### src/rtl/gdn_pkg.sv
// Package for the Gregorian day number converter: payload and control types,
// field widths, the year-peel step table and calendar helpers.
// No dependencies; every other file of the block but gdn_stream_if imports it.
package gdn_pkg;

  // Default for the top-level year limit
  localparam int unsigned MAX_YEAR_DEF = 9999;

  // Field widths
  localparam int YEAR_W  = 14;
  localparam int MONTH_W = 4;
  localparam int DAY_W   = 5;
  localparam int HOUR_W  = 5;
  localparam int MIN_W   = 6;
  localparam int SEC_W   = 6;
  localparam int COUNT_W = 22;
  localparam int SOD_W   = 17;

  // Working widths: remainder and day accumulator hold 146097 * 32
  localparam int REM_W   = 23;
  localparam int ACC_W   = 23;
  localparam int MREM_W  = 12;   // seconds within an hour

  // Year peel: 6 x 400-year, 2 x 100-year, 5 x 4-year, 2 x 1-year steps
  localparam int NUM_STEPS = 15;
  localparam int STEP_W    = 4;
  localparam logic [STEP_W-1:0] LAST_STEP = STEP_W'(NUM_STEPS - 1);

  // Time of day constants; reciprocals are exact over the legal ranges
  localparam logic [SOD_W-1:0]  SECS_PER_DAY  = 17'd86400;
  localparam logic [MREM_W-1:0] SECS_PER_HOUR = 12'd3600;
  localparam logic [MREM_W-1:0] SECS_PER_MIN  = 12'd60;
  localparam logic [15:0]       HOUR_RECIP    = 16'd37283;  // 2^27 / 3600, rounded up
  localparam int                HOUR_SHIFT    = 27;
  localparam logic [12:0]       MIN_RECIP     = 13'd4370;   // 2^18 / 60, rounded up
  localparam int                MIN_SHIFT     = 18;

  localparam logic [MONTH_W-1:0] MONTH_JAN = 4'd1;
  localparam logic [MONTH_W-1:0] MONTH_FEB = 4'd2;
  localparam logic [MONTH_W-1:0] MONTH_DEC = 4'd12;

  // Days before the first of each month in a common year
  localparam logic [8:0] CUM_DAYS [12] = '{
    9'd0, 9'd31, 9'd59, 9'd90, 9'd120, 9'd151,
    9'd181, 9'd212, 9'd243, 9'd273, 9'd304, 9'd334
  };

  typedef enum logic [1:0] {
    ST_IDLE,
    ST_YEAR,
    ST_MONTH,
    ST_FINISH
  } gdn_state_t;

  // Which digit of the year offset a peel step belongs to
  typedef enum logic [1:0] {
    GRP_400,
    GRP_100,
    GRP_4,
    GRP_1
  } gdn_grp_t;

  typedef struct packed {
    logic [YEAR_W-1:0] yrs;
    logic [ACC_W-1:0]  days;
    gdn_grp_t          grp;
    logic [2:0]        pos;
  } gdn_step_t;

  typedef struct packed {
    logic                 action;
    logic [YEAR_W-1:0]    in_year;
    logic [MONTH_W-1:0]   in_month;
    logic [DAY_W-1:0]     in_day;
    logic [HOUR_W-1:0]    in_hour;
    logic [MIN_W-1:0]     in_minute;
    logic [SEC_W-1:0]     in_second;
    logic [COUNT_W-1:0]   in_day_count;
    logic [SOD_W-1:0]     in_second_of_day;
  } gdn_in_t;

  typedef struct packed {
    logic [COUNT_W-1:0]   out_day_count;
    logic [SOD_W-1:0]     out_second_of_day;
    logic [YEAR_W-1:0]    out_year;
    logic [MONTH_W-1:0]   out_month;
    logic [DAY_W-1:0]     out_day;
    logic [HOUR_W-1:0]    out_hour;
    logic [MIN_W-1:0]     out_minute;
    logic [SEC_W-1:0]     out_second;
    logic                 valid_res;
  } gdn_out_t;

  // Sequencer to datapath
  typedef struct packed {
    logic              start;
    logic              year_step;
    logic              month_step;
    logic              finish;
    logic [STEP_W-1:0] step;
  } gdn_ctrl_t;

  // Datapath to sequencer
  typedef struct packed {
    logic month_more;
  } gdn_stat_t;

  // Time split and join results
  typedef struct packed {
    logic [HOUR_W-1:0] hour;
    logic [MIN_W-1:0]  minute;
    logic [SEC_W-1:0]  second;
    logic [SOD_W-1:0]  sod_join;
  } gdn_time_t;

  // Year-peel weights, largest first: years and the days they span
  function automatic gdn_step_t step_entry(input logic [STEP_W-1:0] idx);
    gdn_step_t e;
    case (idx)
      4'd0:    e = '{yrs: 14'd12800, days: 23'd4675104, grp: GRP_400, pos: 3'd5};
      4'd1:    e = '{yrs: 14'd6400,  days: 23'd2337552, grp: GRP_400, pos: 3'd4};
      4'd2:    e = '{yrs: 14'd3200,  days: 23'd1168776, grp: GRP_400, pos: 3'd3};
      4'd3:    e = '{yrs: 14'd1600,  days: 23'd584388,  grp: GRP_400, pos: 3'd2};
      4'd4:    e = '{yrs: 14'd800,   days: 23'd292194,  grp: GRP_400, pos: 3'd1};
      4'd5:    e = '{yrs: 14'd400,   days: 23'd146097,  grp: GRP_400, pos: 3'd0};
      4'd6:    e = '{yrs: 14'd200,   days: 23'd73048,   grp: GRP_100, pos: 3'd1};
      4'd7:    e = '{yrs: 14'd100,   days: 23'd36524,   grp: GRP_100, pos: 3'd0};
      4'd8:    e = '{yrs: 14'd64,    days: 23'd23376,   grp: GRP_4,   pos: 3'd4};
      4'd9:    e = '{yrs: 14'd32,    days: 23'd11688,   grp: GRP_4,   pos: 3'd3};
      4'd10:   e = '{yrs: 14'd16,    days: 23'd5844,    grp: GRP_4,   pos: 3'd2};
      4'd11:   e = '{yrs: 14'd8,     days: 23'd2922,    grp: GRP_4,   pos: 3'd1};
      4'd12:   e = '{yrs: 14'd4,     days: 23'd1461,    grp: GRP_4,   pos: 3'd0};
      4'd13:   e = '{yrs: 14'd2,     days: 23'd730,     grp: GRP_1,   pos: 3'd1};
      4'd14:   e = '{yrs: 14'd1,     days: 23'd365,     grp: GRP_1,   pos: 3'd0};
      default: e = '{yrs: '0,        days: '0,          grp: GRP_400, pos: '0};
    endcase
    return e;
  endfunction

  // Leap test from the digits of the year offset (year - 1):
  // last year of a 4-year group, unless it closes a century other than the 4th
  function automatic logic leap_of(input logic [1:0] b, input logic [4:0] c,
                                   input logic [1:0] d);
    return (d == 2'd3) && ((c != 5'd24) || (b == 2'd3));
  endfunction

  function automatic logic [DAY_W-1:0] month_len(input logic [MONTH_W-1:0] m,
                                                 input logic leap);
    logic [DAY_W-1:0] len;
    case (m)
      MONTH_FEB:                  len = leap ? 5'd29 : 5'd28;
      4'd4, 4'd6, 4'd9, 4'd11:    len = 5'd30;
      default:                    len = 5'd31;
    endcase
    return len;
  endfunction

endpackage

### src/rtl/gdn_time.sv
// Time-of-day unit: splits seconds of day into h/m/s by reciprocal multiply,
// and joins h/m/s into seconds of day. Depends on gdn_pkg.
module gdn_time (
  input  logic             clk,
  input  gdn_pkg::gdn_in_t item,
  output gdn_pkg::gdn_time_t tout
);
  import gdn_pkg::*;

  logic [HOUR_W-1:0] hour_r;
  logic [MREM_W-1:0] min_rem_r;
  logic [MIN_W-1:0]  min_r;
  logic [SEC_W-1:0]  sec_r;
  logic [SOD_W-1:0]  join_r;

  logic [32:0]       hour_prod;
  logic [SOD_W-1:0]  min_base;
  logic [24:0]       min_prod;
  logic [MREM_W-1:0] sec_base;

  // hour = sod / 3600, then remainder, then minute = rem / 60, then second
  assign hour_prod = 33'(item.in_second_of_day) * 33'(HOUR_RECIP);
  assign min_base  = item.in_second_of_day - 17'(hour_r) * 17'(SECS_PER_HOUR);
  assign min_prod  = 25'(min_rem_r) * 25'(MIN_RECIP);
  assign sec_base  = min_rem_r - 12'(min_r) * SECS_PER_MIN;

  // The split settles through hour_r, min_rem_r, min_r and sec_r in that order; the join is registered directly
  always_ff @(posedge clk) begin
    hour_r    <= hour_prod[HOUR_SHIFT +: HOUR_W];
    min_rem_r <= min_base[MREM_W-1:0];
    min_r     <= min_prod[MIN_SHIFT +: MIN_W];
    sec_r     <= sec_base[SEC_W-1:0];
    join_r    <= 17'(item.in_hour) * 17'(SECS_PER_HOUR)
               + 17'(item.in_minute) * 17'(SECS_PER_MIN)
               + 17'(item.in_second);
  end

  assign tout = '{hour: hour_r, minute: min_r, second: sec_r, sod_join: join_r};

endmodule

### config.mk
export PLATFORM = sky130hd
export DESIGN_NAME = gdn_time
export DESIGN_NICKNAME = d
export VERILOG_FILES = /design/src/rtl/gdn_pkg.sv /design/src/rtl/gdn_time.sv
export SDC_FILE = /design/constraint.sdc
export NUM_CORES = 1
export LEC_CHECK = 0
export ABC_AREA = 1
export BUFFER_PORTS_ARGS = -buffer_cell sky130_fd_sc_hd__buf_2
export CORE_ASPECT_RATIO = 1.5
export CORE_MARGIN = 5
export CORE_UTILIZATION = 35
export CTS_BUF_LIST = sky130_fd_sc_hd__clkbuf_8 sky130_fd_sc_hd__clkbuf_16
export DETAILED_ROUTE_END_ITERATION = 8
export GPL_TIMING_DRIVEN = 0
export SYNTH_ARGS = -nofsm -noshare
export SYNTH_HDL_FRONTEND = slang
export SYNTH_SLANG_ARGS = --single-unit
### constraint.sdc
create_clock -name clk -period 6.75 [get_ports clk]
set_input_delay 1.35 -clock clk [delete_from_list [all_inputs] [get_ports clk]]
set_output_delay 1.35 -clock clk [all_outputs]
set_load 0.02 [all_outputs]
Word-level counts from Yosys, hierarchy flattened. Cells that the tools add are included.

Register bits after elaboration: 46. Input bits: 81. Output and inout port bits: 34. Logic and storage cells: 15.

$add $sub $neg: 4. Multipliers: 6.

Operators by type and width (count): multiplier 17 x 16 -> 32 bit, second input constant (1); multiplier 12 x 12 -> 23 bit, second input constant (1); adder 17 x 12 -> 17 bit (1); adder 17 x 6 -> 17 bit (1); multiplier 5 x 8 -> 13 bit, second input constant (1); subtractor 12 bit (1); multiplier 6 x 4 -> 10 bit, second input constant (1); multiplier 5 x 8 -> 8 bit, second input constant (1); multiplier 6 x 4 -> 4 bit, second input constant (1); subtractor 6 bit (1).

Depth between registers and ports, before layout.
Depth after elaboration: 3. Depth in mapped cells: 21. Depth with buffers taken out: 21.

Worst setup path before layout. No wires, ideal clock.

Path kind: input to register. Start point: in item[8] (netlist name). End point: reg hour_r[3]. Setup time: 0.112 ns. Arrival time: 4.989 ns. Data required time: 6.638 ns. Setup slack: 1.648 ns. Stages: 21. Buffers on the path: 0. Path through: ha_1 > ha_1 > inv_1 > fa_1 > inv_1 > fa_1 > fa_1 > inv_1 > fa_1 > inv_1 > ha_1 > nand2_1 > inv_1 > nand2_1 > nand2_1 > nand2_1 > nand2_1 > a21oi_1 > nand2_1 > nand2_1 > nand2_1.

Cells in the longest elaborated chain, start to end: 1.

Ends and longest elaborated chain: from (decl) (line gdn_time.sv:5) `input gdn_pkg::gdn_in_t item,`; multiplier 17 x 16 -> 32 bit (line gdn_time.sv:22) `assign hour_prod = 33'(item.in_second_of_day) * 33'(HOUR_RECIP);`; named net hour_prod[30] (line gdn_time.sv:16) `logic [32:0] hour_prod;`; to (signal assigned) (line gdn_time.sv:29) `hour_r <= hour_prod[HOUR_SHIFT +: HOUR_W];`; to (decl) (line gdn_time.sv:10) `logic [HOUR_W-1:0] hour_r;`.

The timed path passes the listed nets, and every way through them passes these cells.

Worst setup path after layout.
Start point: in item[5] (netlist name). End point: reg hour_r[1].

Same word-level chain as after synthesis.

==> flow_summary.toml <==
[clock_network]
cts_hold_buf = 0
cts_buffers = 5
clk_root_buffer_cell = "clkbuf_16"
worstSkewPairLatency_ns = 0.30
cts.reportedPaths.clkPinSlew_ns = 0.08
max-clock-path-buffers = 2
clock-sinks = 46
clock_tree_from_tritoncts = "built"
post_cts.resized_instances = 0
post_cts.repair.setup_buffers = 0
ctsHtreeMaxLevel = 2

[die]
std_cell_rows = 73
die-width_um = 143
starting_density = 0.352
floorplan.die.height_um = 209
fp.coreArea_um2 = 26300
design.die.area_um2 = 29900
io_count = 115

[synthesis]
async_reset_ff_frac = 0
synth_ff_type = "dfxtp_1"
synth_sequential_area_ratio = 0.0995
post_synth.cell_area_avg_um2 = 8.02
yosys-top-cells-area = "ha_1 37%, fa_1 17%, inv_1 11%"
yosysTopAreaCellShare = 0.369
number_of_flip_flops_and_latches_in_the_synthesized_netlist = 46
count_of_different_cell_masters_after_synthesis = 27
synth_area_leader_cell = "ha_1"
postSynthNetCount = 1587
synth_area_um2 = 9250
yosys_warnings = 0
postSynthCellCount = 1153
synth_enable_flop_cells = 0

[layout]
num_antenna_cells = 0
final_util = 0.386
layout.cells.most_common_list = "273 x ha_1, 270 x inv_1, 222 x nand2_1"
layout.cells.most_common = "ha_1"
num-nets-final = 1662
syn2layout_area_growth_pct = 9.82
final_cell_count_no_fill = 1566
layout-drive-gt1-share = 0.0732

[route]
routed_wirelength_um = 20300
detailedRoute.firstPassIterationCount = 4
via_per_inst = 4.63
detailedRoute.firstIterationViolations = 167
antenna_violating_nets_post_route = 0
post_drt_wl_per_cell_um = 13.0
number_of_remaining_drc_errors = 0
vias = 7253

[power]
power.clock.fraction = 0.053
p_leak_nw = 6.06
p_sw_frac = 0.563
power.net_switching_w = 0.00281
powerDensity_nw_per_um2 = 491
peakVddDrop_uv = 379
post-layout-total-power_w = 0.00499
cell_internal_pwr_w = 0.00218
share_of_total_power_in_sequential_cells = 0.100
power.combinational.fraction = 0.847

[setup_path]
critical_path.most_common_cell = "nand2_1"
timing.setup.critical_path_class = "input pin to flip-flop"
worst_ep_arrival_time_ns = 5.57
critPathCaptureType = "flip-flop"
critPathLaunchType = "input pin"
cp_data_required_time_ns = 6.96
critPathMaxStageDelay_ns = 0.54
critPathSlowestCell = "fa_1"
critical_path.cell_chain = "buf_2, ha_1, ha_1, fa_1, inv_1, fa_1, inv_1, fa_1, inv_1, fa_1, inv_1, ha_1, nand2_1, nand2_1, nand2_1, nand2_1, nand2_1, nand2_1, a21oi_1, nand2_1, nand2_1, nand2_1"
path_max_fanout = 9

[sta]
finClkSkew_ns = 0.0149
final.period_utilization = 0.793
timing.final.max_slew_violations = 0
rsz_0062_raised_after_global_routing = "no"
worst-slew-pin-transition_ns = 0.471
fmaxAchievable_mhz = 187
timing.final.crit_period_ns = 5.35
finalSetupTns_ns = 0
finalHoldViolCount = 0
slew-limit-headroom = 0.683
final_setup_vio_count = 0

[status]
status = "finished, final reports clean"

[grt]
antenna_found_initial = 0
wire_length_of_the_first_global_routing_pass_um = 34400
largest_net_degree_at_the_start_of_global_routing = 16
number_of_global_route_vias_before_repair = 7583
grt_util_all_layers = 0.142
overflow = 0

[placed_design]
detailed_place_hpwl_um = 18600
port-buffer-count = 68
dp.cells = 1558
gp_congestion = 0.858

[flow_run]
drv_cap = 0

[hold_path]
min_path_type = "flip-flop to flip-flop"
-- sequential cells by signal, indices dropped and copies added, names as in the netlist --
signal,cells
hour_r,5
min_rem_r,12
join_r,17
min_r,6
sec_r,6
-- power by group through the flow --
stage	logic [W]	clock network (W)	registers [W]
global placement	0.00421	0	0.000509
global route	0.00495	0.000283	0.000512
detailed placement	0.00424	0	0.000509
floorplan	0.00317	0	0.000586
finish	0.00422	0.000262	0.000500
CTS	0.00429	0.000276	0.000504
-- final cells by class --
class | instances | area [um2]
Clock buffer | 5 | 125
Sequential cell | 46 | 921
Fill cell | 2733 | 16100
Inverter | 271 | 1020
Timing Repair Buffer | 68 | 340
Multi-Input combinational cell | 836 | 7310
Clock inverter | 3 | 21.3
Tap cell | 337 | 422
-- metrics by stage --
stage | setup slack, ns | area, um2 | hold WS, ns
detailed placement | 1.03 | 10000 | 0.377
CTS | 1.36 | 10200 | 0.387
floorplan | 1.65 | 9250 | 0.358
global route | 1.18 | 10200 | 0.396
finish | 1.40 | 10200 | 0.381
global placement | 1.03 | 10000 | 0.375
-- routing by layer --
layer	GRT usage	vias up	wire length, um
met5	0	-	0
met4	0.0436	0	578
met3	0.0176	32	428
met2	0.286	89	11500
met1	0.147	3325	7840
li1	-	3807	-
-- path summary, 6_finish.rpt --
path	endpoint	from	slack [ns]	cells after the start
max reg2reg	min_r[4]	min_rem_r[3]	3.54	13
min	sec_r[1]	min_rem_r[1]	0.38	0
max	hour_r[1]	item[5]	1.40	22
min reg2reg	sec_r[1]	min_rem_r[1]	0.38	0
-- synthesized netlist by cell type, drive strengths merged (5+ instances only) --
| cell | n |
|---|---|
| ha | 273 |
| inv | 271 |
| nand2 | 226 |
| fa | 80 |
| nor2 | 61 |
| a21oi | 52 |
| nand3 | 48 |
| dfxtp | 46 |
| xnor2 | 21 |
| xor2 | 18 |
| o21ai | 15 |
| nand4 | 9 |
| nor3 | 8 |
| a21o | 6 |
| o21bai | 5 |
-- kinds of logic (layout without fill, tap and decap cells) --
logic type | Yosys count | after routing | synth area share
AO/OA/AOI/OAI | 84 | 84 | 0.0498
XOR/XNOR | 39 | 39 | 0.0369
adder cells (fa/ha/maj) | 353 | 353 | 0.542
buffers and inverters | 271 | 347 | 0.110
flip-flops | 46 | 46 | 0.0995
AND/OR/NAND/NOR | 360 | 360 | 0.162
-- worst max-delay path: cells and delay by family --
family          cells  cell delay [ns]
simple gates        9             0.56
buf+inv             5             0.47
fa+ha+maj           7             2.91
compound gates      1             0.26
Power figures use the tool's default switching activity.
