===== config.mk =====
export PLATFORM = sky130hd
export DESIGN_NAME = gdn_seq
export DESIGN_NICKNAME = d
export VERILOG_FILES = /design/src/rtl/gdn_pkg.sv /design/src/rtl/gdn_seq.sv
export SDC_FILE = /design/constraint.sdc
export NUM_CORES = 1
export LEC_CHECK = 0
export ABC_AREA = 1
export BUFFER_PORTS_ARGS = -buffer_cell sky130_fd_sc_hd__buf_2
export CAP_MARGIN = 20
export CELL_PAD_IN_SITES_DETAIL_PLACEMENT = 0
export CELL_PAD_IN_SITES_GLOBAL_PLACEMENT = 1
export CORE_MARGIN = 2
export CORE_UTILIZATION = 31
export DETAILED_ROUTE_END_ITERATION = 8
export PLACE_DENSITY = 0.77
export SLEW_MARGIN = 10
export SYNTH_ARGS = -nofsm -noshare
export SYNTH_HDL_FRONTEND = slang
export SYNTH_SLANG_ARGS = --single-unit

===== constraint.sdc =====
create_clock -name clk -period 1.4 [get_ports clk]
set_input_delay 0.21 -clock clk [delete_from_list [all_inputs] [get_ports clk]]
set_output_delay 0.21 -clock clk [all_outputs]
set_load 0.005 [all_outputs]

===== src/rtl/gdn_pkg.sv =====
// Package for the Gregorian day number converter: payload and control types,
// field widths, the year-peel step table and calendar helpers.
// No dependencies; every other file of the block but gdn_stream_if imports it.
package gdn_pkg;

  // Default for the top-level year limit
  localparam int unsigned MAX_YEAR_DEF = 9999;

  // Field widths
  localparam int YEAR_W  = 14;
  localparam int MONTH_W = 4;
  localparam int DAY_W   = 5;
  localparam int HOUR_W  = 5;
  localparam int MIN_W   = 6;
  localparam int SEC_W   = 6;
  localparam int COUNT_W = 22;
  localparam int SOD_W   = 17;

  // Working widths: remainder and day accumulator hold 146097 * 32
  localparam int REM_W   = 23;
  localparam int ACC_W   = 23;
  localparam int MREM_W  = 12;   // seconds within an hour

  // Year peel: 6 x 400-year, 2 x 100-year, 5 x 4-year, 2 x 1-year steps
  localparam int NUM_STEPS = 15;
  localparam int STEP_W    = 4;
  localparam logic [STEP_W-1:0] LAST_STEP = STEP_W'(NUM_STEPS - 1);

  // Time of day constants; reciprocals are exact over the legal ranges
  localparam logic [SOD_W-1:0]  SECS_PER_DAY  = 17'd86400;
  localparam logic [MREM_W-1:0] SECS_PER_HOUR = 12'd3600;
  localparam logic [MREM_W-1:0] SECS_PER_MIN  = 12'd60;
  localparam logic [15:0]       HOUR_RECIP    = 16'd37283;  // 2^27 / 3600, rounded up
  localparam int                HOUR_SHIFT    = 27;
  localparam logic [12:0]       MIN_RECIP     = 13'd4370;   // 2^18 / 60, rounded up
  localparam int                MIN_SHIFT     = 18;

  localparam logic [MONTH_W-1:0] MONTH_JAN = 4'd1;
  localparam logic [MONTH_W-1:0] MONTH_FEB = 4'd2;
  localparam logic [MONTH_W-1:0] MONTH_DEC = 4'd12;

  // Days before the first of each month in a common year
  localparam logic [8:0] CUM_DAYS [12] = '{
    9'd0, 9'd31, 9'd59, 9'd90, 9'd120, 9'd151,
    9'd181, 9'd212, 9'd243, 9'd273, 9'd304, 9'd334
  };

  typedef enum logic [1:0] {
    ST_IDLE,
    ST_YEAR,
    ST_MONTH,
    ST_FINISH
  } gdn_state_t;

  // Which digit of the year offset a peel step belongs to
  typedef enum logic [1:0] {
    GRP_400,
    GRP_100,
    GRP_4,
    GRP_1
  } gdn_grp_t;

  typedef struct packed {
    logic [YEAR_W-1:0] yrs;
    logic [ACC_W-1:0]  days;
    gdn_grp_t          grp;
    logic [2:0]        pos;
  } gdn_step_t;

  typedef struct packed {
    logic                 action;
    logic [YEAR_W-1:0]    in_year;
    logic [MONTH_W-1:0]   in_month;
    logic [DAY_W-1:0]     in_day;
    logic [HOUR_W-1:0]    in_hour;
    logic [MIN_W-1:0]     in_minute;
    logic [SEC_W-1:0]     in_second;
    logic [COUNT_W-1:0]   in_day_count;
    logic [SOD_W-1:0]     in_second_of_day;
  } gdn_in_t;

  typedef struct packed {
    logic [COUNT_W-1:0]   out_day_count;
    logic [SOD_W-1:0]     out_second_of_day;
    logic [YEAR_W-1:0]    out_year;
    logic [MONTH_W-1:0]   out_month;
    logic [DAY_W-1:0]     out_day;
    logic [HOUR_W-1:0]    out_hour;
    logic [MIN_W-1:0]     out_minute;
    logic [SEC_W-1:0]     out_second;
    logic                 valid_res;
  } gdn_out_t;

  // Sequencer to datapath
  typedef struct packed {
    logic              start;
    logic              year_step;
    logic              month_step;
    logic              finish;
    logic [STEP_W-1:0] step;
  } gdn_ctrl_t;

  // Datapath to sequencer
  typedef struct packed {
    logic month_more;
  } gdn_stat_t;

  // Time split and join results
  typedef struct packed {
    logic [HOUR_W-1:0] hour;
    logic [MIN_W-1:0]  minute;
    logic [SEC_W-1:0]  second;
    logic [SOD_W-1:0]  sod_join;
  } gdn_time_t;

  // Year-peel weights, largest first: years and the days they span
  function automatic gdn_step_t step_entry(input logic [STEP_W-1:0] idx);
    gdn_step_t e;
    case (idx)
      4'd0:    e = '{yrs: 14'd12800, days: 23'd4675104, grp: GRP_400, pos: 3'd5};
      4'd1:    e = '{yrs: 14'd6400,  days: 23'd2337552, grp: GRP_400, pos: 3'd4};
      4'd2:    e = '{yrs: 14'd3200,  days: 23'd1168776, grp: GRP_400, pos: 3'd3};
      4'd3:    e = '{yrs: 14'd1600,  days: 23'd584388,  grp: GRP_400, pos: 3'd2};
      4'd4:    e = '{yrs: 14'd800,   days: 23'd292194,  grp: GRP_400, pos: 3'd1};
      4'd5:    e = '{yrs: 14'd400,   days: 23'd146097,  grp: GRP_400, pos: 3'd0};
      4'd6:    e = '{yrs: 14'd200,   days: 23'd73048,   grp: GRP_100, pos: 3'd1};
      4'd7:    e = '{yrs: 14'd100,   days: 23'd36524,   grp: GRP_100, pos: 3'd0};
      4'd8:    e = '{yrs: 14'd64,    days: 23'd23376,   grp: GRP_4,   pos: 3'd4};
      4'd9:    e = '{yrs: 14'd32,    days: 23'd11688,   grp: GRP_4,   pos: 3'd3};
      4'd10:   e = '{yrs: 14'd16,    days: 23'd5844,    grp: GRP_4,   pos: 3'd2};
      4'd11:   e = '{yrs: 14'd8,     days: 23'd2922,    grp: GRP_4,   pos: 3'd1};
      4'd12:   e = '{yrs: 14'd4,     days: 23'd1461,    grp: GRP_4,   pos: 3'd0};
      4'd13:   e = '{yrs: 14'd2,     days: 23'd730,     grp: GRP_1,   pos: 3'd1};
      4'd14:   e = '{yrs: 14'd1,     days: 23'd365,     grp: GRP_1,   pos: 3'd0};
      default: e = '{yrs: '0,        days: '0,          grp: GRP_400, pos: '0};
    endcase
    return e;
  endfunction

  // Leap test from the digits of the year offset (year - 1):
  // last year of a 4-year group, unless it closes a century other than the 4th
  function automatic logic leap_of(input logic [1:0] b, input logic [4:0] c,
                                   input logic [1:0] d);
    return (d == 2'd3) && ((c != 5'd24) || (b == 2'd3));
  endfunction

  function automatic logic [DAY_W-1:0] month_len(input logic [MONTH_W-1:0] m,
                                                 input logic leap);
    logic [DAY_W-1:0] len;
    case (m)
      MONTH_FEB:                  len = leap ? 5'd29 : 5'd28;
      4'd4, 4'd6, 4'd9, 4'd11:    len = 5'd30;
      default:                    len = 5'd31;
    endcase
    return len;
  endfunction

endpackage


===== src/rtl/gdn_seq.sv =====
// Sequencer for the converter: steps the shared subtractor through the
// year peel, the month peel (count to date only) and the result load. Depends on gdn_pkg.
module gdn_seq (
  input  logic                clk,
  input  logic                rst_n,
  input  logic                start,
  input  logic                action,
  input  logic                out_free,
  input  gdn_pkg::gdn_stat_t  stat,
  output gdn_pkg::gdn_ctrl_t  ctrl,
  output logic                in_ready
);
  import gdn_pkg::*;

  gdn_state_t        state_r, state_nxt;
  logic [STEP_W-1:0] step_r, step_nxt;

  // Next state
  always_comb begin
    state_nxt = state_r;
    step_nxt  = step_r;
    unique case (state_r)
      ST_IDLE: begin
        if (start) begin
          state_nxt = ST_YEAR;
          step_nxt  = '0;
        end
      end
      ST_YEAR: begin
        step_nxt = step_r + 4'd1;
        if (step_r == LAST_STEP) state_nxt = action ? ST_MONTH : ST_FINISH;
      end
      ST_MONTH: begin
        if (!stat.month_more) state_nxt = ST_FINISH;
      end
      ST_FINISH: begin
        if (out_free) state_nxt = ST_IDLE;
      end
    endcase
  end

  // Outputs
  always_comb begin
    ctrl      = '0;
    ctrl.step = step_r;
    in_ready  = 1'b0;
    unique case (state_r)
      ST_IDLE: begin
        in_ready   = 1'b1;
        ctrl.start = start;
      end
      ST_YEAR:   ctrl.year_step  = 1'b1;
      ST_MONTH:  ctrl.month_step = 1'b1;
      ST_FINISH: ctrl.finish     = out_free;
    endcase
  end

  always_ff @(posedge clk) begin
    if (!rst_n) begin
      state_r <= ST_IDLE;
      step_r  <= '0;
    end else begin
      state_r <= state_nxt;
      step_r  <= step_nxt;
    end
  end

endmodule


Yosys cells after proc, flatten, opt, wreduce, memory -nomap -nowiden --
Cells that the tools add are included. Widths: inputs -> output; s select.
Operators by class: add/sub/neg operators 1, equal/unequal tests 8, mux-type cells 13, reductions and logical operators 4
Operators with widths (number):
- $mux 2 | 4
- $ne 2x2->1 const B | 4
- $pmux 2 s4 | 1
- $pmux 4 s2 | 1
- $mux 1 | 6
- $add 4x1->4 const B | 1
- $eq 2x2->1 const B | 2
- $eq 4x4->1 const B | 1
- $mux 4 | 1
- $reduce_and 4->1 | 1
- $eq 2x1->1 const B | 1
- $logic_not 2->1 | 1
- $reduce_and 2->1 | 1
- $reduce_bool 2->1 | 1
Word-level totals: bits in registers 6, input bits 6, output and inout port bits 9, logic and storage cells 28

Logic depth before layout (Yosys ltp) --
Gate-level depths: netlist (run 1).
depth in word-level cells 3, gate-level depth with buffers 8, mapped depth without buffers 8

Worst setup path before layout (run 1) --
OpenSTA, ideal clock, no wires.
path kind register to register, start register state_r[0], end register state_r[0], setup time 0.113 ns, arrival 1.138 ns, required time 1.287 ns, setup slack 0.149 ns, cell stages (with the launch flop) 9, path buffers 0, cell sequence dfxtp_1 -> inv_1 -> ha_1 -> nand2_1 -> nand2_2 -> nor2_2 -> nand3_1 -> nand2_1 -> nor2_1
Between the ends: longest elaborated chain between the ends 3
Ends and longest elaborated chain:
- start: declaration | RTL line gdn_seq.sv:15 | gdn_state_t state_r, state_nxt;
- start signal: assignment | RTL line gdn_seq.sv:63 | state_r <= state_nxt;
- $eq 2x1->1 (tied with other cells) | RTL line gdn_seq.sv:22 | unique case (state_r)
- $ne 2x2->1 (no line)
- $reduce_and 4->1 (no line)
Several ways; a longest one is shown, not always the timed one. A chain may end at the register's enable or synchronous reset.

==> results_dict.tcl, run 1 <==
set metrics [dict create \
    status "finished clean" \
    first_iter_violations 19 \
    fp.dieW_um 41.7 \
    fp.dieH_um 41.7 \
    drive_gt1_frac 0.326 \
    dr.pass1.iters 4 \
    required_ns 1.19 \
    reg2reg_depth 7 \
    yosysTopAreaCellShare 0.273 \
    overflow 0 \
    ios 15 \
    cap_violations 0 \
    wl_met2_um 387 \
    clock_sinks 6 \
    tns_ns 0 \
    min_period_ns 1.34 \
    powerDensity_mw_per_mm2 1920 \
    critPathArrivalTime_ns 1.13 \
    power_switching_uw 508 \
    grt_pass1_vias 378 \
    syn_to_final_growth_pct 32.4 \
    reg2reg_to "step_r[2]$_SDFFE_PN0P_" \
    drcViolationCount 0 \
    finalWirelength_um 953 \
    hp-class "input port to register" \
    hpwl_um 754 \
    synth.distinct_cells 12 \
    path_class "register to output port" \
    root_buffer "clkbuf_4" \
    grt_antenna_before_repair 0 \
    finalSetupViolCount 0 \
    max_slew_margin 0.839 \
    wl_met3_um 76 \
    grt_pass1_wl_um 1580 \
    clk_latency_ns 0.25 \
    max_freq_mhz 744 \
    switching_share 0.453 \
    cts_buffer_depth 2 \
    routed-via-count 455 \
    synth-seq-cells 6 \
    seqPwrFrac 0.227 \
    fin_skew_ns 0.0115 \
    tightestPinTransition_ns 0.241 \
    grt_max_degree 8 \
    cts_tree "done" \
    htreeDepth 1 \
    dieArea_mm2 0.00174 \
    cp_max_fo 5 \
    start_util 0.334 \
    dp_cells 98 \
    met1Wirelength_um 482 \
    r2r_start "state_r[1]$_SDFFE_PN0P_" \
    core_area_mm2 0.00132 \
    clock_power_share 0.146 \
    cts_made_buffers 3 \
    syn-cell-area_um2 440 \
    min_delay_path_depth 3 \
    synth.avg_cell_area_um2 6.57 \
    wire_per_inst_um 9.44 \
    top_layer_used "met4" \
    ant_nets 0 \
    final_cell_mix "15 x nand2_1, 14 x buf_2, 11 x inv_1, 11 x nor2_1" \
    slew_viol_final 0 \
    min_to "state_r[0]$_SDFFE_PN0P_" \
    synth.area.top_cells "dfxtp_1 27%, ha_1 17%, nand2_1 13%" \
    layout.nets 100 \
    grt_use_total 0.121 \
    start_kind "register" \
    regToRegSetupSlack_ns 0.09 \
    syn_nets 79 \
    final_common_cell "nand2_1" \
    internal_power_uw 613 \
    vias_per_cell 4.50 \
    finalHoldViolations 0 \
    combPwrFrac 0.628 \
    ir_drop_v 0.00106 \
    rows 13 \
    hp-start "rst_n" \
    ys_seq_area_frac 0.273 \
    postCtsHoldBufs 0 \
    gp_congestion 0.740 \
    finalCritPeriodShare 0.960 \
    syn_inst 67 \
    netlist.top_cell.by_area "dfxtp_1" \
    fin_cells 101 \
    io_buffer_count 14 \
    diodes 0 \
    power.static_leakage_uw 0.000330 \
    rsz0062_at_grt "false" \
    yosys_warnings 0 \
    critPathCaptureType "output port" \
    clk_pin_slew_ns 0.05 \
]
[routing by layer]
metal  up-vias  GRT usage
met5         -          0
met4         0     0.0387
met3         2     0.0739
met2        17      0.169
met1       189      0.154
li1        247          -
[worst max path at each step]
stage | endpoint | slack [ns] | cells past startpoint | start
after floorplan | state_r[0]$_SDFFE_PN0P_ | 0.15 | 8 | state_r[0]$_SDFFE_PN0P_
after global placement | step_r[3]$_SDFFE_PN0P_ | 0.05 | 6 | state_r[0]$_SDFFE_PN0P_
after detailed placement | step_r[3]$_SDFFE_PN0P_ | 0.03 | 6 | state_r[0]$_SDFFE_PN0P_
after CTS | ctrl[7] | 0.005 | 5 | state_r[0]$_SDFFE_PN0P_
after global routing | step_r[3]$_SDFFE_PN0P_ | 0.002 | 7 | state_r[1]$_SDFFE_PN0P_
final | ctrl[7] | 0.06 | 5 | state_r[0]$_SDFFE_PN0P_
[flip-flops by register name, summed over array words and instances, names as in the netlist]
name	cells
step_r	4
state_r	2
[power by group through the flow]
| stage | Clock (uW) | Combinational [uW] | Sequential, uW |
|---|---|---|---|
| global placement | 0 | 666 | 243 |
| floorplan | 0 | 447 | 257 |
| CTS | 173 | 705 | 246 |
| detailed placement | 0 | 658 | 247 |
| global route | 181 | 801 | 257 |
| finish | 163 | 704 | 254 |
[final cells by class]
type	count	area, um^2
fillers	142	734
well taps	15	18.8
flip-flops and latches	6	124
inverters	13	48.8
repair buffers	16	85.1
clock buffers	3	22.5
multi-input cells	48	284
[cell families (layout without fill, tap and decap cells)]
family / count (synthesis) / in the layout / synth area share
fa+ha+maj: 6 / 6 / 0.170
flops: 6 / 6 / 0.273
simple gates: 35 / 35 / 0.335
compound gates: 7 / 7 / 0.111
buf+inv: 13 / 32 / 0.111
[timing repair]
item                                    CTS  global route
buffers inserted                          0             0
gates resized for setup                   3             2
cloned                                    0             0
endpoints found under the setup margin    2             1
[per-stage QoR]
step                worst slack (ns)   util  total power [uW]  instance area (um^2)  hold WS (ns)
global placement              0.0547  0.413               908                   544         0.468
global route                 0.00211  0.443              1240                   583         0.213
finish                        0.0560  0.443              1120                   583         0.197
CTS                          0.00543  0.441              1120                   581         0.196
detailed placement            0.0251  0.413               904                   544         0.467
floorplan                      0.149      -               705                   440         0.331
[worst max-delay path, stage by stage, from the launching register on]
cell and delay [ns]:
dfxtp_4 0.36, inv_2 0.09, ha_4 0.18, nand2_2 0.08, inv_1 0.07, buf_2 0.11
[synthesized netlist by cell type]
cell	number
a211oi_1	1
inv_1	12
dfxtp_1	6
nand2_1	15
nand3_1	5
nor2_1	11
a21oi_1	5
inv_2	1
o21ai_4	1
nor2_2	1
ha_1	6
nand2_2	3
Power figures use the tool's default switching activity.
==> run 2: changes to the inputs <==
--- a/config.mk
+++ b/config.mk
@@ -8,11 +8,12 @@
 export ABC_AREA = 1
 export BUFFER_PORTS_ARGS = -buffer_cell sky130_fd_sc_hd__buf_2
 export CAP_MARGIN = 20
-export CELL_PAD_IN_SITES_DETAIL_PLACEMENT = 0
+export CELL_PAD_IN_SITES_DETAIL_PLACEMENT = 1
 export CELL_PAD_IN_SITES_GLOBAL_PLACEMENT = 1
 export CORE_MARGIN = 2
 export CORE_UTILIZATION = 31
 export DETAILED_ROUTE_END_ITERATION = 8
+export GPL_ROUTABILITY_DRIVEN = 0
 export PLACE_DENSITY = 0.77
 export SLEW_MARGIN = 10
 export SYNTH_ARGS = -nofsm -noshare
==> results_dict.tcl, run 2 (synthesis results as in run 1) <==
set metrics [dict create \
    first_iter_violations 3 \
    min_period_ns 1.33 \
    postCtsHoldBufs 0 \
    root_buffer "clkbuf_4" \
    power.static_leakage_uw 0.000333 \
    cp_max_fo 5 \
    multi_input_area_um2 287 \
    hp-start "rst_n" \
    regToRegSetupSlack_ns 0.11 \
    fp.dieW_um 41.7 \
    wire_per_inst_um 12.5 \
    tns_ns 0 \
    status "finished clean" \
    rows 13 \
    crit_start "state_r[0]$_SDFFE_PN0P_" \
    fin_cells 102 \
    grt_max_degree 8 \
    core_area_mm2 0.00132 \
    vias_per_cell 4.67 \
    ant_nets 0 \
    reg2reg_to "state_r[0]$_SDFFE_PN0P_" \
    critPathArrivalTime_ns 1.12 \
    reg2reg_depth 9 \
    clock_sinks 6 \
    critPathSlowestCell "dfxtp_4" \
    finalSetupViolCount 0 \
    cap_violations 0 \
    total_power_uw 1220 \
    max_freq_mhz 749 \
    clk_latency_ns 0.26 \
    finalCritPeriodShare 0.953 \
    finalWirelength_um 1270 \
    cts_made_buffers 3 \
    grt_pass1_vias 454 \
    diodes 0 \
    tightestPinTransition_ns 0.227 \
    final_common_cell "nand2_1" \
    max_slew_margin 0.848 \
    fp.dieH_um 41.7 \
    top_regs "step_r (4), state_r (2)" \
    drcViolationCount 0 \
    drive_gt1_frac 0.356 \
    ios 15 \
    r2r_start "state_r[0]$_SDFFE_PN0P_" \
    slew_viol_final 0 \
    layout.nets 101 \
    ff_latch_area_um2 124 \
    final_cell_mix "15 x nand2_1, 14 x buf_2, 11 x nor2_1, 10 x inv_1" \
    final_cell_area_um2 596 \
    cts_buffer_depth 2 \
    overflow 0 \
    largest_reg_flops 4 \
    grt_pass1_wl_um 2070 \
    largest-register "step_r" \
    start_kind "register" \
    grt_antenna_before_repair 0 \
    min_to "state_r[1]$_SDFFE_PN0P_" \
    finalHoldViolations 0 \
    dp_cells 98 \
    htreeDepth 1 \
    critPathCaptureType "output port" \
    min_delay_path_depth 3 \
    fillers 174 \
    dr.pass1.iters 2 \
    clk_pin_slew_ns 0.05 \
    ir_drop_v 0.000897 \
    path_class "register to output port" \
    routed-via-count 476 \
    grt_use_total 0.167 \
    cts_tree "done" \
    crit_chain "inv_4, ha_4, nand2_2, inv_1, buf_2" \
    fin_skew_ns 0.00542 \
    start_util 0.334 \
    powerDensity_mw_per_mm2 2040 \
    slowest_delay_ns 0.38 \
    required_ns 1.19 \
    io_buffer_count 14 \
    hp-class "input port to register" \
    syn_to_final_growth_pct 35.2 \
    placement.cell_area_um2 544 \
    dieArea_mm2 0.00174 \
    hpwl_um 944 \
]
## run 2: cell type report
type / count / share of cell area
Sequential cell: 6 / 0.208
Clock buffer: 3 / 0.0378
Inverter: 13 / 0.0861
Tap cell: 15 / 0.0315
Timing Repair Buffer: 17 / 0.155
Multi-Input combinational cell: 48 / 0.481
## run 2: worst max-delay path by stage
stage / slack (ns) / end
finish: 0.07 / ctrl[7]
floorplan: 0.15 / state_r[0]$_SDFFE_PN0P_
global placement: 0.05 / step_r[3]$_SDFFE_PN0P_
detailed placement: 0.004 / state_r[1]$_SDFFE_PN0P_
global route: -0.00006 / state_r[0]$_SDFFE_PN0P_
CTS: 0.009 / ctrl[7]
## run 2: metal layers
layer  global-route usage  vias to the layer above  part of all wire
met3               0.0478                        4             0.053
met2                0.259                       11              0.47
li1                     -                      248                 -
met1                0.186                      213              0.44
met4                0.135                        0             0.037
met5                    0                        -                 0
## run 2: through the flow
step,setup WS (ns),util,hold WS (ns)
2_1_floorplan,0.149,-,0.331
3_3_place_gp,0.0547,0.413,0.468
3_5_place_dp,0.00415,0.413,0.471
4_1_cts,0.00900,0.441,0.208
5_1_grt,-0.0000624,0.452,0.231
6_report,0.0651,0.452,0.199
## run 2: where the power goes
| group | switching (uW) | internal, uW |
|---|---|---|
| sequential | 44.9 | 221 |
| clock | 77.9 | 98.0 |
| combinational | 446 | 329 |
## run 2: repair_timing
action	CTS	global route
setup buffers	0	1
endpoints found under the setup margin	4	5
gates resized for setup	3	5
## run 2: critical path, delay by kind of cell (launching register included)
kind,cells,cell delay (ns)
adder cells (fa/ha/maj),1,0.18
buffers and inverters,3,0.22
flip-flops,1,0.38
AND/OR/NAND/NOR,1,0.08
